--- src/sv/ogn_ram.sv ---
// Generic single-port-write, single-read RAM with registered read.
// No dependencies.
module ogn_ram #(
  parameter int Width = 8,
  parameter int Depth = 256
) (
  input  logic                     clk,
  input  logic                     we,
  input  logic [$clog2(Depth)-1:0] waddr,
  input  logic [Width-1:0]         wdata,
  input  logic [$clog2(Depth)-1:0] raddr,
  output logic [Width-1:0]         rdata
);
  logic [Width-1:0] mem [Depth];
  always_ff @(posedge clk) begin
    if (we) mem[waddr] <= wdata;
    rdata <= mem[raddr];
  end
endmodule

--- config.mk ---
export PLATFORM = sky130hd
export DESIGN_NAME = ogn_ram
export DESIGN_NICKNAME = d
export VERILOG_FILES = /design/src/sv/ogn_ram.sv
export SDC_FILE = /design/constraint.sdc
export NUM_CORES = 2
export LEC_CHECK = 0
export ABC_AREA = 1
export BUFFER_PORTS_ARGS = -buffer_cell sky130_fd_sc_hd__buf_2
export CAP_MARGIN = 20
export CELL_PAD_IN_SITES_DETAIL_PLACEMENT = 0
export CELL_PAD_IN_SITES_GLOBAL_PLACEMENT = 1
export CORE_ASPECT_RATIO = 0.6
export CORE_MARGIN = 2
export CORE_UTILIZATION = 52
export DETAILED_ROUTE_END_ITERATION = 10
export GPL_ROUTABILITY_DRIVEN = 0
export PLACE_DENSITY_LB_ADDON = 0.1
export SLEW_MARGIN = 40
export SYNTH_ARGS = -nofsm -noshare
export SYNTH_HDL_FRONTEND = slang
export SYNTH_SLANG_ARGS = --single-unit
--- constraint.sdc ---
create_clock -name clk -period 2.05 [get_ports clk]
set_input_delay 0.41 -clock clk [delete_from_list [all_inputs] [get_ports clk]]
set_output_delay 0.41 -clock clk [all_outputs]
set_load 0.01 [all_outputs]
==> metrics.json <==
{
  "timing": {
    "worst_clock_skew_ns": 0.0399,
    "rsz0062_at_grt": "false",
    "report.final.hold_viol_count": 0,
    "share_of_the_cycle_needed_by_the_critical_path_after_routing_pct": 99.0,
    "max_slew.worst_pin.slew_ns": 0.550,
    "fmaxAchievable_mhz": 493,
    "min_period_ns": 2.03,
    "timing_max_transition_violations_final": 0,
    "setup_viol_count_final": 0,
    "slew-limit-headroom_pct": 63.3
  },
  "global_routing": {
    "grt_pass1_wl_um": 368000,
    "grt_overflow": 0,
    "grt_max_degree": 76,
    "number_of_antenna_violations_at_the_first_check_in_global_routing": 10,
    "grt_pass1_vias": 53000,
    "globalRouteTotalUtil_pct": 30.7
  },
  "power_and_ir_drop": {
    "ir_worst_vdd_mv": 0.719,
    "power.leakage_nw": 35.3,
    "cellPowerDensity_nw_per_um2": 897
  },
  "synth": {
    "post_synth_num_cell_types": 14,
    "synth_seq_cells": 2056,
    "post_synth_inst_count": 7003,
    "yosys-top-cells-area": "edfxtp_1, nand3_1, nand2_1",
    "syn-cell-area_um2": 83400,
    "synthesis.yosys.warnings": 0,
    "synth-main-ff-cell": "edfxtp_1",
    "avgSynthCellArea_um2": 11.9,
    "synth-edff-count": 2048,
    "synth_area_leader_cell": "edfxtp_1",
    "ys_seq_area_share_pct": 73.9,
    "yosys.cell_count.top_type": "nand2_1",
    "ys_top_cells_by_count": "nand2_1, edfxtp_1, nand3_1",
    "synth.net_count": 7029,
    "yosys.area.top_type_share_pct": 73.7,
    "async_reset_ff_share_pct": 0
  },
  "critical_path": {
    "critical_path.top_delay_family": "simple AND/OR/NAND/NOR gates",
    "critical_path_required_ns": 2.78,
    "slowest_delay_ns": 0.37,
    "sort_of_element_at_the_end_of_the_critical_path": "flip-flop",
    "cpMaxStageDelayCell": "edfxtp_1",
    "critical_path_start_end_classification": "flip-flop to flip-flop",
    "cp_cell_sequence": "nand2_1 -> nand3_1 -> nand3_1 -> nand3_1 -> nand3_1 -> nand3_1 -> nand3_1 -> buf_4 -> nand2_1 -> nand2_1 -> nand2_1",
    "worst_path_most_repeated_cell": "nand3_1",
    "crit_fanout": 1,
    "startpoint_type": "flip-flop",
    "critPathBufInv": 1,
    "cp_data_arrival_time_ns": 2.76
  },
  "clock_tree": {
    "clock_insertion_delay_worst_skew_ns": 0.85,
    "num_cts_buffers": 193,
    "clk_pin_slew_worst_paths_ns": 0.06,
    "clock_tree_from_tritoncts": "yes",
    "htree_num_levels": 4,
    "clock_tree.root_cell": "clkbuf_16",
    "numClockSinks": 2056,
    "ctsLongestPathBuffers": 4,
    "postCtsSetupBuffers": 0
  },
  "die": {
    "core-area_um2": 159000,
    "dieWidth_um": 521,
    "die-height_um": 314,
    "start_util_pct": 52.5,
    "dieArea_um2": 164000,
    "placementRows": 113,
    "io_pins": 34
  },
  "route": {
    "first_iter_violations": 8197,
    "met2_length_um": 102000,
    "ant_nets": 0,
    "route.top_layer_used": "met5",
    "detail_route.wl_per_cell_um": 25.6,
    "via_per_inst": 5.85,
    "detailroute.via_count": 57300,
    "drcViolationCount": 0,
    "route.layer.met1.wl_um": 114000,
    "detail_route.wirelength_um": 251000,
    "first_pass_iters": 6,
    "met3_length_um": 30100
  },
  "placement": {
    "detailed_place.area_um2": 91700,
    "dp_cells": 9450,
    "place.port_buffers": 33,
    "detailedPlacementHpwl_um": 162000
  },
  "layout": {
    "finish.net_count": 7553,
    "final_area_um2": 97700,
    "antenna_cells": 0,
    "finalNonFillerCells": 9796,
    "fraction_of_final_layout_cells_with_drive_strength_greater_than_1_pct": 14.1,
    "fill_cells": 12500,
    "area_growth_syn_to_layout_pct": 17.2
  },
  "status": {
    "run_status": "completed"
  },
  "worst_hold_path": {
    "min-delay-path-class": "primary input to flip-flop"
  },
  "job": {
    "drv.max_cap_violation_count": 0
  }
}
flip-flops by register name, summed over array words and instances, names as in the netlist:
register / cells
mem: 2048
rdata: 8
through the flow:
stage               hold slack (ns)  util (%)  power [W]  worst slack, ns  setup TNS [ns]
floorplan                     0.509         -     0.0501            0.149               0
global placement              0.777      57.7     0.0535           -0.580           -3.91
detailed placement            0.776      57.7     0.0536           -0.564           -3.89
CTS                           0.258      61.5     0.0879           0.0575               0
global route                  0.334      61.5     0.0900         0.000455               0
finish                        0.311      61.5     0.0876           0.0199               0
power breakdown:
group	internal, W	leakage (nW)	total (W)	switching [W]
Combinational	0.00197	13.9	0.00641	0.00445
Clock	0.0193	2.91	0.0349	0.0155
Sequential	0.0463	18.5	0.0464	0.0000615
cell usage in the layout (no fill, tap or decap), drive strengths merged:
cell,n
nand2,2123
edfxtp,2048
nand3,2019
buf,803
nor2,283
clkbuf,233
clkinv,79
inv,42
bufinv,14
dlygate4sd3,9
clkinvlp,8
dfxtp,8
per-layer routing:
layer | global-route usage (%) | vias to the layer above
li1 | - | 25900
met1 | 50.5 | 28100
met2 | 41.1 | 3010
met3 | 7.30 | 310
met4 | 5.88 | 2
met5 | 0 | -
cells by family (layout without fill, tap and decap cells):
family | after synthesis | in the layout | share of synthesized area (%)
buffers and inverters | 522 | 1188 | 3.12
flip-flops | 2056 | 2056 | 73.9
AND/OR/NAND/NOR | 4425 | 4425 | 22.9
final cells by class:
cell class | count | area (um2) | area share [%]
clock inverters | 104 | 880 | 0.900
repair buffers | 812 | 8090 | 8.28
clock buffers | 233 | 5070 | 5.19
well taps | 2127 | 2660 | 2.72
inverters | 39 | 180 | 0.184
flip-flops and latches | 2056 | 61700 | 63.1
multi-input cells | 4425 | 19200 | 19.6
what timing repair did:
action	CTS	global route
endpoints found under the hold margin	91	0
setup endpoints to repair	0	3
hold buffers	9	0
gates resized for setup	0	3
worst min-delay path: cells and delay by family:
kind | cells | cell delay [ns]
buffers and inverters | 2 | 0.41
AND/OR/NAND/NOR | 4 | 0.28
final timing paths:
path / slack [ns] / endpoint / cells past startpoint / from
min reg2reg: 0.98 / rdata[1] / 10 / mem[122][1]
max: 0.02 / rdata[1] / 11 / mem[166][1]
min: 0.31 / rdata[1] / 6 / raddr[6]
max reg2reg: 0.02 / rdata[1] / 11 / mem[166][1]
No activity file was read; power rests on OpenSTA's default activity.
