==> config.mk <==
export PLATFORM = sky130hd
export DESIGN_NAME = ogn_math
export DESIGN_NICKNAME = d
export VERILOG_FILES = /design/src/sv/ogn_pkg.sv /design/src/sv/ogn_math.sv
export SDC_FILE = /design/constraint.sdc
export NUM_CORES = 2
export LEC_CHECK = 0
export BUFFER_PORTS_ARGS = -buffer_cell sky130_fd_sc_hd__buf_2
export CELL_PAD_IN_SITES_DETAIL_PLACEMENT = 1
export CELL_PAD_IN_SITES_GLOBAL_PLACEMENT = 1
export CORE_AREA = 2 2 327 329
export CTS_CLUSTER_DIAMETER = 200
export DETAILED_ROUTE_END_ITERATION = 8
export DIE_AREA = 0 0 329 331
export PLACE_DENSITY = 0.83
export SLEW_MARGIN = 20
export SYNTH_ARGS = -nofsm -noshare
export SYNTH_HDL_FRONTEND = slang
export SYNTH_SLANG_ARGS = --single-unit
==> constraint.sdc <==
create_clock -name clk -period 14 [get_ports clk]
set_input_delay 2.8 -clock clk [delete_from_list [all_inputs] [get_ports clk]]
set_output_delay 2.8 -clock clk [all_outputs]
set_load 0.02 [all_outputs]
==> src/sv/ogn_pkg.sv <==
// Shared constants, types and helpers for the octave gradient noise block.
// No dependencies.
package ogn_pkg;
  localparam int MaxOctaves = 8;
  localparam int TableSize  = 256;
  localparam int FracBits   = 16;
  localparam int OctW       = $clog2(MaxOctaves);
  localparam int TabW       = $clog2(TableSize);
  localparam int AddrW      = OctW + TabW;
  localparam int OutW       = 25;
  localparam logic [31:0] GradXFlags = 32'h46552222;
  localparam logic [31:0] GradYFlags = 32'h2222550A;
  localparam logic OP_WRITE = 1'b0;
  localparam logic OP_EVAL  = 1'b1;

  typedef enum logic [9:0] {
    S_IDLE  = 10'b0000000001,
    S_RDA   = 10'b0000000010,
    S_RDB   = 10'b0000000100,
    S_RDAA  = 10'b0000001000,
    S_RDAB  = 10'b0000010000,
    S_RDBA  = 10'b0000100000,
    S_RDBB  = 10'b0001000000,
    S_HASH  = 10'b0010000000,
    S_MATH  = 10'b0100000000,
    S_OUT   = 10'b1000000000
  } state_t;

  // hashed byte -> gradient dot product with (dx,dy); dx,dy signed 18 bits
  function automatic logic signed [18:0] grad_dot(input logic [7:0] hb,
      input logic signed [17:0] dx, input logic signed [17:0] dy);
    logic [4:0] h;
    logic [1:0] gx;
    logic [1:0] gy;
    logic signed [18:0] r;
    h  = {hb[3:0], 1'b0};
    gx = 2'(GradXFlags >> h);
    gy = 2'(GradYFlags >> h);
    r = '0;
    if (gx == 2'd0) r = r - 19'(dx);
    else if (gx == 2'd2) r = r + 19'(dx);
    if (gy == 2'd0) r = r - 19'(dy);
    else if (gy == 2'd2) r = r + 19'(dy);
    return r;
  endfunction
endpackage

==> src/sv/ogn_math.sv <==
// Per-octave fade and lerp datapath, a multiplier-a-step sequencer.
// Depends on ogn_pkg.
module ogn_math import ogn_pkg::*; (
  input  logic                     clk,
  input  logic                     rst,
  input  logic                     start,
  input  logic [FracBits-1:0]      fx,
  input  logic [FracBits-1:0]      fy,
  input  logic signed [18:0]       gaa,
  input  logic signed [18:0]       gba,
  input  logic signed [18:0]       gab,
  input  logic signed [18:0]       gbb,
  output logic                     done,
  output logic signed [19:0]       result
);
  // steps: 0 p2x,1 p3x,2 ux,3 p2y,4 p3y,5 vy,6 c1,7 c2,8 final
  logic [3:0] step;
  logic busy;
  logic [FracBits:0] p2, p3, u, v;
  logic signed [19:0] c1, c2;
  logic [FracBits-1:0] f;
  logic [35:0] prod_u;
  logic signed [40:0] prod_s;
  logic [FracBits+4:0] q;
  logic signed [20:0] diff;
  logic signed [19:0] base;
  logic [FracBits:0] t;

  always_comb begin
    f = (step < 4'd3) ? fx : fy;
    q = 21'(6 * 21'(p2)) + 21'(10 << FracBits) - 21'(15 * 21'(f));
    prod_u = '0;
    case (step)
      4'd0, 4'd3: prod_u = 36'(f) * 36'(f);
      4'd1, 4'd4: prod_u = 36'(p2) * 36'(f);
      4'd2, 4'd5: prod_u = 36'(p3) * 36'(q);
      default: prod_u = '0;
    endcase
    base = (step == 4'd6) ? 20'(gaa) : (step == 4'd7) ? 20'(gab) : c1;
    diff = (step == 4'd6) ? 21'(gba) - 21'(gaa) :
           (step == 4'd7) ? 21'(gbb) - 21'(gab) : 21'(c2) - 21'(c1);
    t = (step == 4'd8) ? v : u;
    prod_s = 41'(diff) * $signed({24'd0, t});
  end

  always_ff @(posedge clk) begin
    if (rst) begin
      busy <= 1'b0;
      done <= 1'b0;
      step <= '0;
    end else begin
      done <= 1'b0;
      if (start) begin
        busy <= 1'b1;
        step <= '0;
      end else if (busy) begin
        step <= step + 4'd1;
        if (step == 4'd8) begin
          busy <= 1'b0;
          done <= 1'b1;
        end
      end
    end
    case (step)
      4'd0, 4'd3: p2 <= 17'(prod_u >> FracBits);
      4'd1, 4'd4: p3 <= 17'(prod_u >> FracBits);
      4'd2: u <= 17'(prod_u >> FracBits);
      4'd5: v <= 17'(prod_u >> FracBits);
      4'd6: c1 <= base + 20'(prod_s >>> FracBits);
      4'd7: c2 <= base + 20'(prod_s >>> FracBits);
      4'd8: result <= base + 20'(prod_s >>> FracBits);
      default: ;
    endcase
  end
endmodule

==> metrics.md <==
| Metric | Value |
|---|---|
| Filler cells | `12290` |
| Maximum fanout along the worst path | `14` |
| Detail Placement HPWL | `125700 um` |
| Post-synth cell types | `90` |
| TNS Setup | `0 ns` |
| Routed len/inst | `22.18 um` |
| Pins Over Slew Limit | `0` |
| Vias | `slightly below 40000` |
| Worst Skew | `0.02244 ns` |
| Hold path startpoint | `step[0]` |
| Avg Synthesized Cell Area | `8.976 sq um` |
| Die Y | `between 300 and 400 um` |
| Largest net degree at the start of global routing | `between 60 and 70` |
| #FFs+latches synth | `~130` |
| Crit path kind | `in2reg` |
| Synth warnings | `0` |
| CTS tree | `done` |
| Clk_lat worst skew | `0.48 ns` |
| Min-Delay Path Depth | `2` |
| Async SR Flop Fraction | `0%` |
| RePlAce Congestion | `0.9121` |
| R2r worst-path depth | `49` |
| Clock Path Buffers | `2` |
| Worst Path Arrival | `roughly 14 ns` |
| FF-to-FF End | `u[16]` |
| CTS Hold Bufs | `0` |
| DRT Wirelength | `between 150000 and 200000 um` |
| R2r setup slk | `0.57 ns` |
| Register area share after synthesis | `8.055%` |
| Combinational family with the most area after synthesis | `adder cells` |
| Starting Density | `46.88%` |
| Syn nets | `between 7000 and 8000` |
| Number of synthesized flops with an enable pin | `128` |
| Final Hold Viols | `0` |
| CP most frequent cell | `fa_1` |
| Clock Pin Slew Worst Setup and Hold Paths | `approximately 0.06 ns` |
| Drc violations | `0` |
| Port Buf Inserts | `between 100 and 150` |
| Multi-input logic area | `around 39000 sq um` |
| Synth Flop Type | `edfxtp_1` |
| Status | `completed` |
| Synth Instances | `5482` |
| Worst r2r src | `p2[1]` |
| Post-route ant nets | `0` |
| Vias per cell | `about 5.5` |
| Slew headroom | `roughly 20%` |
| Area of the mapped netlist | `49210 sq um` |
| CP endpoint kind | `flip-flop` |
| Initial antenna violation count | `5` |
| CTS buffer count | `17` |
| Area Overhead vs Synth | `6.636%` |
| RSZ-0062 raised after global routing | `no` |
| Mux contribution to synthesized area | `less than 1%` |
| Max Freq | `0.07352 GHz` |
| Final period util | `97.15%` |
| First-pass GRT wire length | `approximately 240000 um` |
| Gr ovfl total | `0` |
| Fraction of layout instances using a drive strength above 1 | `6.289%` |
| Overall die area | `around 110000 sq um` |
| Die Width | `~330 um` |
| Register area | `3964 sq um` |
| Initial DRC Count | `2454` |
| Layout Nets | `7230` |
| CP Launch Type | `primary input` |
| DR pass1 iterations | `5` |
| Adder-cell share of the synthesized area | `~55%` |
| Vias in the first global route | `about 45000` |
| H-tree lvl count | `4` |
| Worst Tran Pin Value | `1.194 ns` |
| Period minus WS final | `around 14 ns` |
| Number of max-cap violations | `0` |
| CP max-delay cell | `fa_1` |
| Hold Path End | `step[0]` |
| Core area | `105000 sq um` |
| Xor and xnor area share after synthesis | `around 3.3%` |
| Clock sink total | `~130` |
| Final setup violation count | `0` |
| Required @ worst endpoint | `14.20 ns` |
| FP Rows | `roughly 120` |
| I/O pins | `132` |
| Largest stage delay, worst path | `0.55 ns` |
| Final core utilization | `between 40 and 50%` |
| Post-synthesis compound-gate area fraction | `6.453%` |
| Hold Path Class | `reg2reg` |
| Simple-Gate Fraction of Synth Area | `between 10% and 20%` |
| Total global-route track usage | `between 20% and 30%` |
| Clock Root Buffer | `clkbuf_16` |
[metrics by stage]
stage	cell area (sq um)	hold slack [ns]	cells	setup slack, ns
after floorplan	49210	0.5340	5482	0.8166
after global placement	51830	0.5648	6936	0.4792
after detailed placement	51830	0.6161	6936	0.01680
after CTS	52430	0.6331	6968	0.5174
after global routing	52470	0.6759	6972	0.02373
final	52470	0.6425	6973	0.3986
[cell usage in the layout, fill, tap and decap left out, types with 47 or more instances in the layout]
cell / n
ha_1: 521
xor2_1: 50
and2_1: 251
buf_4: 118
buf_2: 131
xnor2_1: 130
nor2_1: 281
nor2b_1: 68
a21oi_1: 137
nand2_1: 775
fa_1: 1030
o21ai_0: 68
edfxtp_1: 128
inv_1: 1368
a21o_1: 47
[cells in the mapped netlist (47+ instances only)]
cell type  instances  share of area (%)
ha_1             521                 13
a21o_1            47               0.72
edfxtp_1         128                7.8
nand2_1          777                5.9
xnor2_1          130                2.3
and2_1           251                3.2
nor2_1           281                2.1
fa_1            1030                 42
o21ai_0           69               0.70
a21oi_1          138                1.4
clkbuf_1         166                1.3
nor2b_1           68               0.86
inv_1           1369                 10
xor2_1            50               0.89
[area by class of cell]
cell class                      count  area share (%)
Timing Repair Buffer              249           2.938
Clock inverter                     13          0.3290
Sequential cell                   134           7.554
Clock buffer                       19          0.8250
Antenna cell                        1        0.004769
Tap cell                         1391           3.317
Multi-Input combinational cell   3790           75.19
Inverter                         1376           9.843
[flip-flops by register name, indices dropped and copies added (netlist names)]
name	cells
result	20
v	17
c2	20
c1	20
p2	17
busy	1
u	17
step	4
p3	17
done	1
[logic make-up (layout without fill, tap and decap cells)]
group / count (synthesis) / count (layout)
xor gates and xnor gates: 182 / 182
muxes: 33 / 33
DFF: 134 / 134
adders and majority gates: 1551 / 1551
AOI/OAI and AO/OA: 463 / 463
buffers and inverters: 1558 / 1657
and+or+nand+nor: 1561 / 1561
other: 0 / 1
[worst max-delay path by stage]
stage,start,to,slack (ns),depth (start not counted)
global route,p2[1],p2[16],0.02,49
detailed placement,fx[5],p3[16],0.02,40
global placement,gbb[0],result[18],0.48,45
floorplan,fx[3],p2[16],0.82,41
CTS,fx[5],u[16],0.52,40
finish,fx[5],u[16],0.40,40
[critical path, delay by kind of cell]
kind / cells / cell delay (ns)
compound gates: 12 / 3.32
xor+xnor: 2 / 0.57
fa+ha+maj: 11 / 5.23
buf+inv: 8 / 0.48
mux: 1 / 0.44
simple gates: 6 / 0.93
[routing by layer]
layer	vias up	share of wire (%)	global-route usage, %
met3	385	6.0	3.989
met1	20130	40	35.74
li1	16610	-	-
met4	4	4.0	11.26
met5	-	0.015	0
met2	1291	50	51.66
[what timing repair did]
item                                    4_1_cts  5_1_grt
hold endpoints to repair                      0        0
endpoints found under the setup margin        0        7
setup buffers                                 0        4
gates resized for setup                       0        1
Power is left out: the tool's default activity adds up to more than one toggle a clock period on the data nets, which glitch-free logic cannot reach.
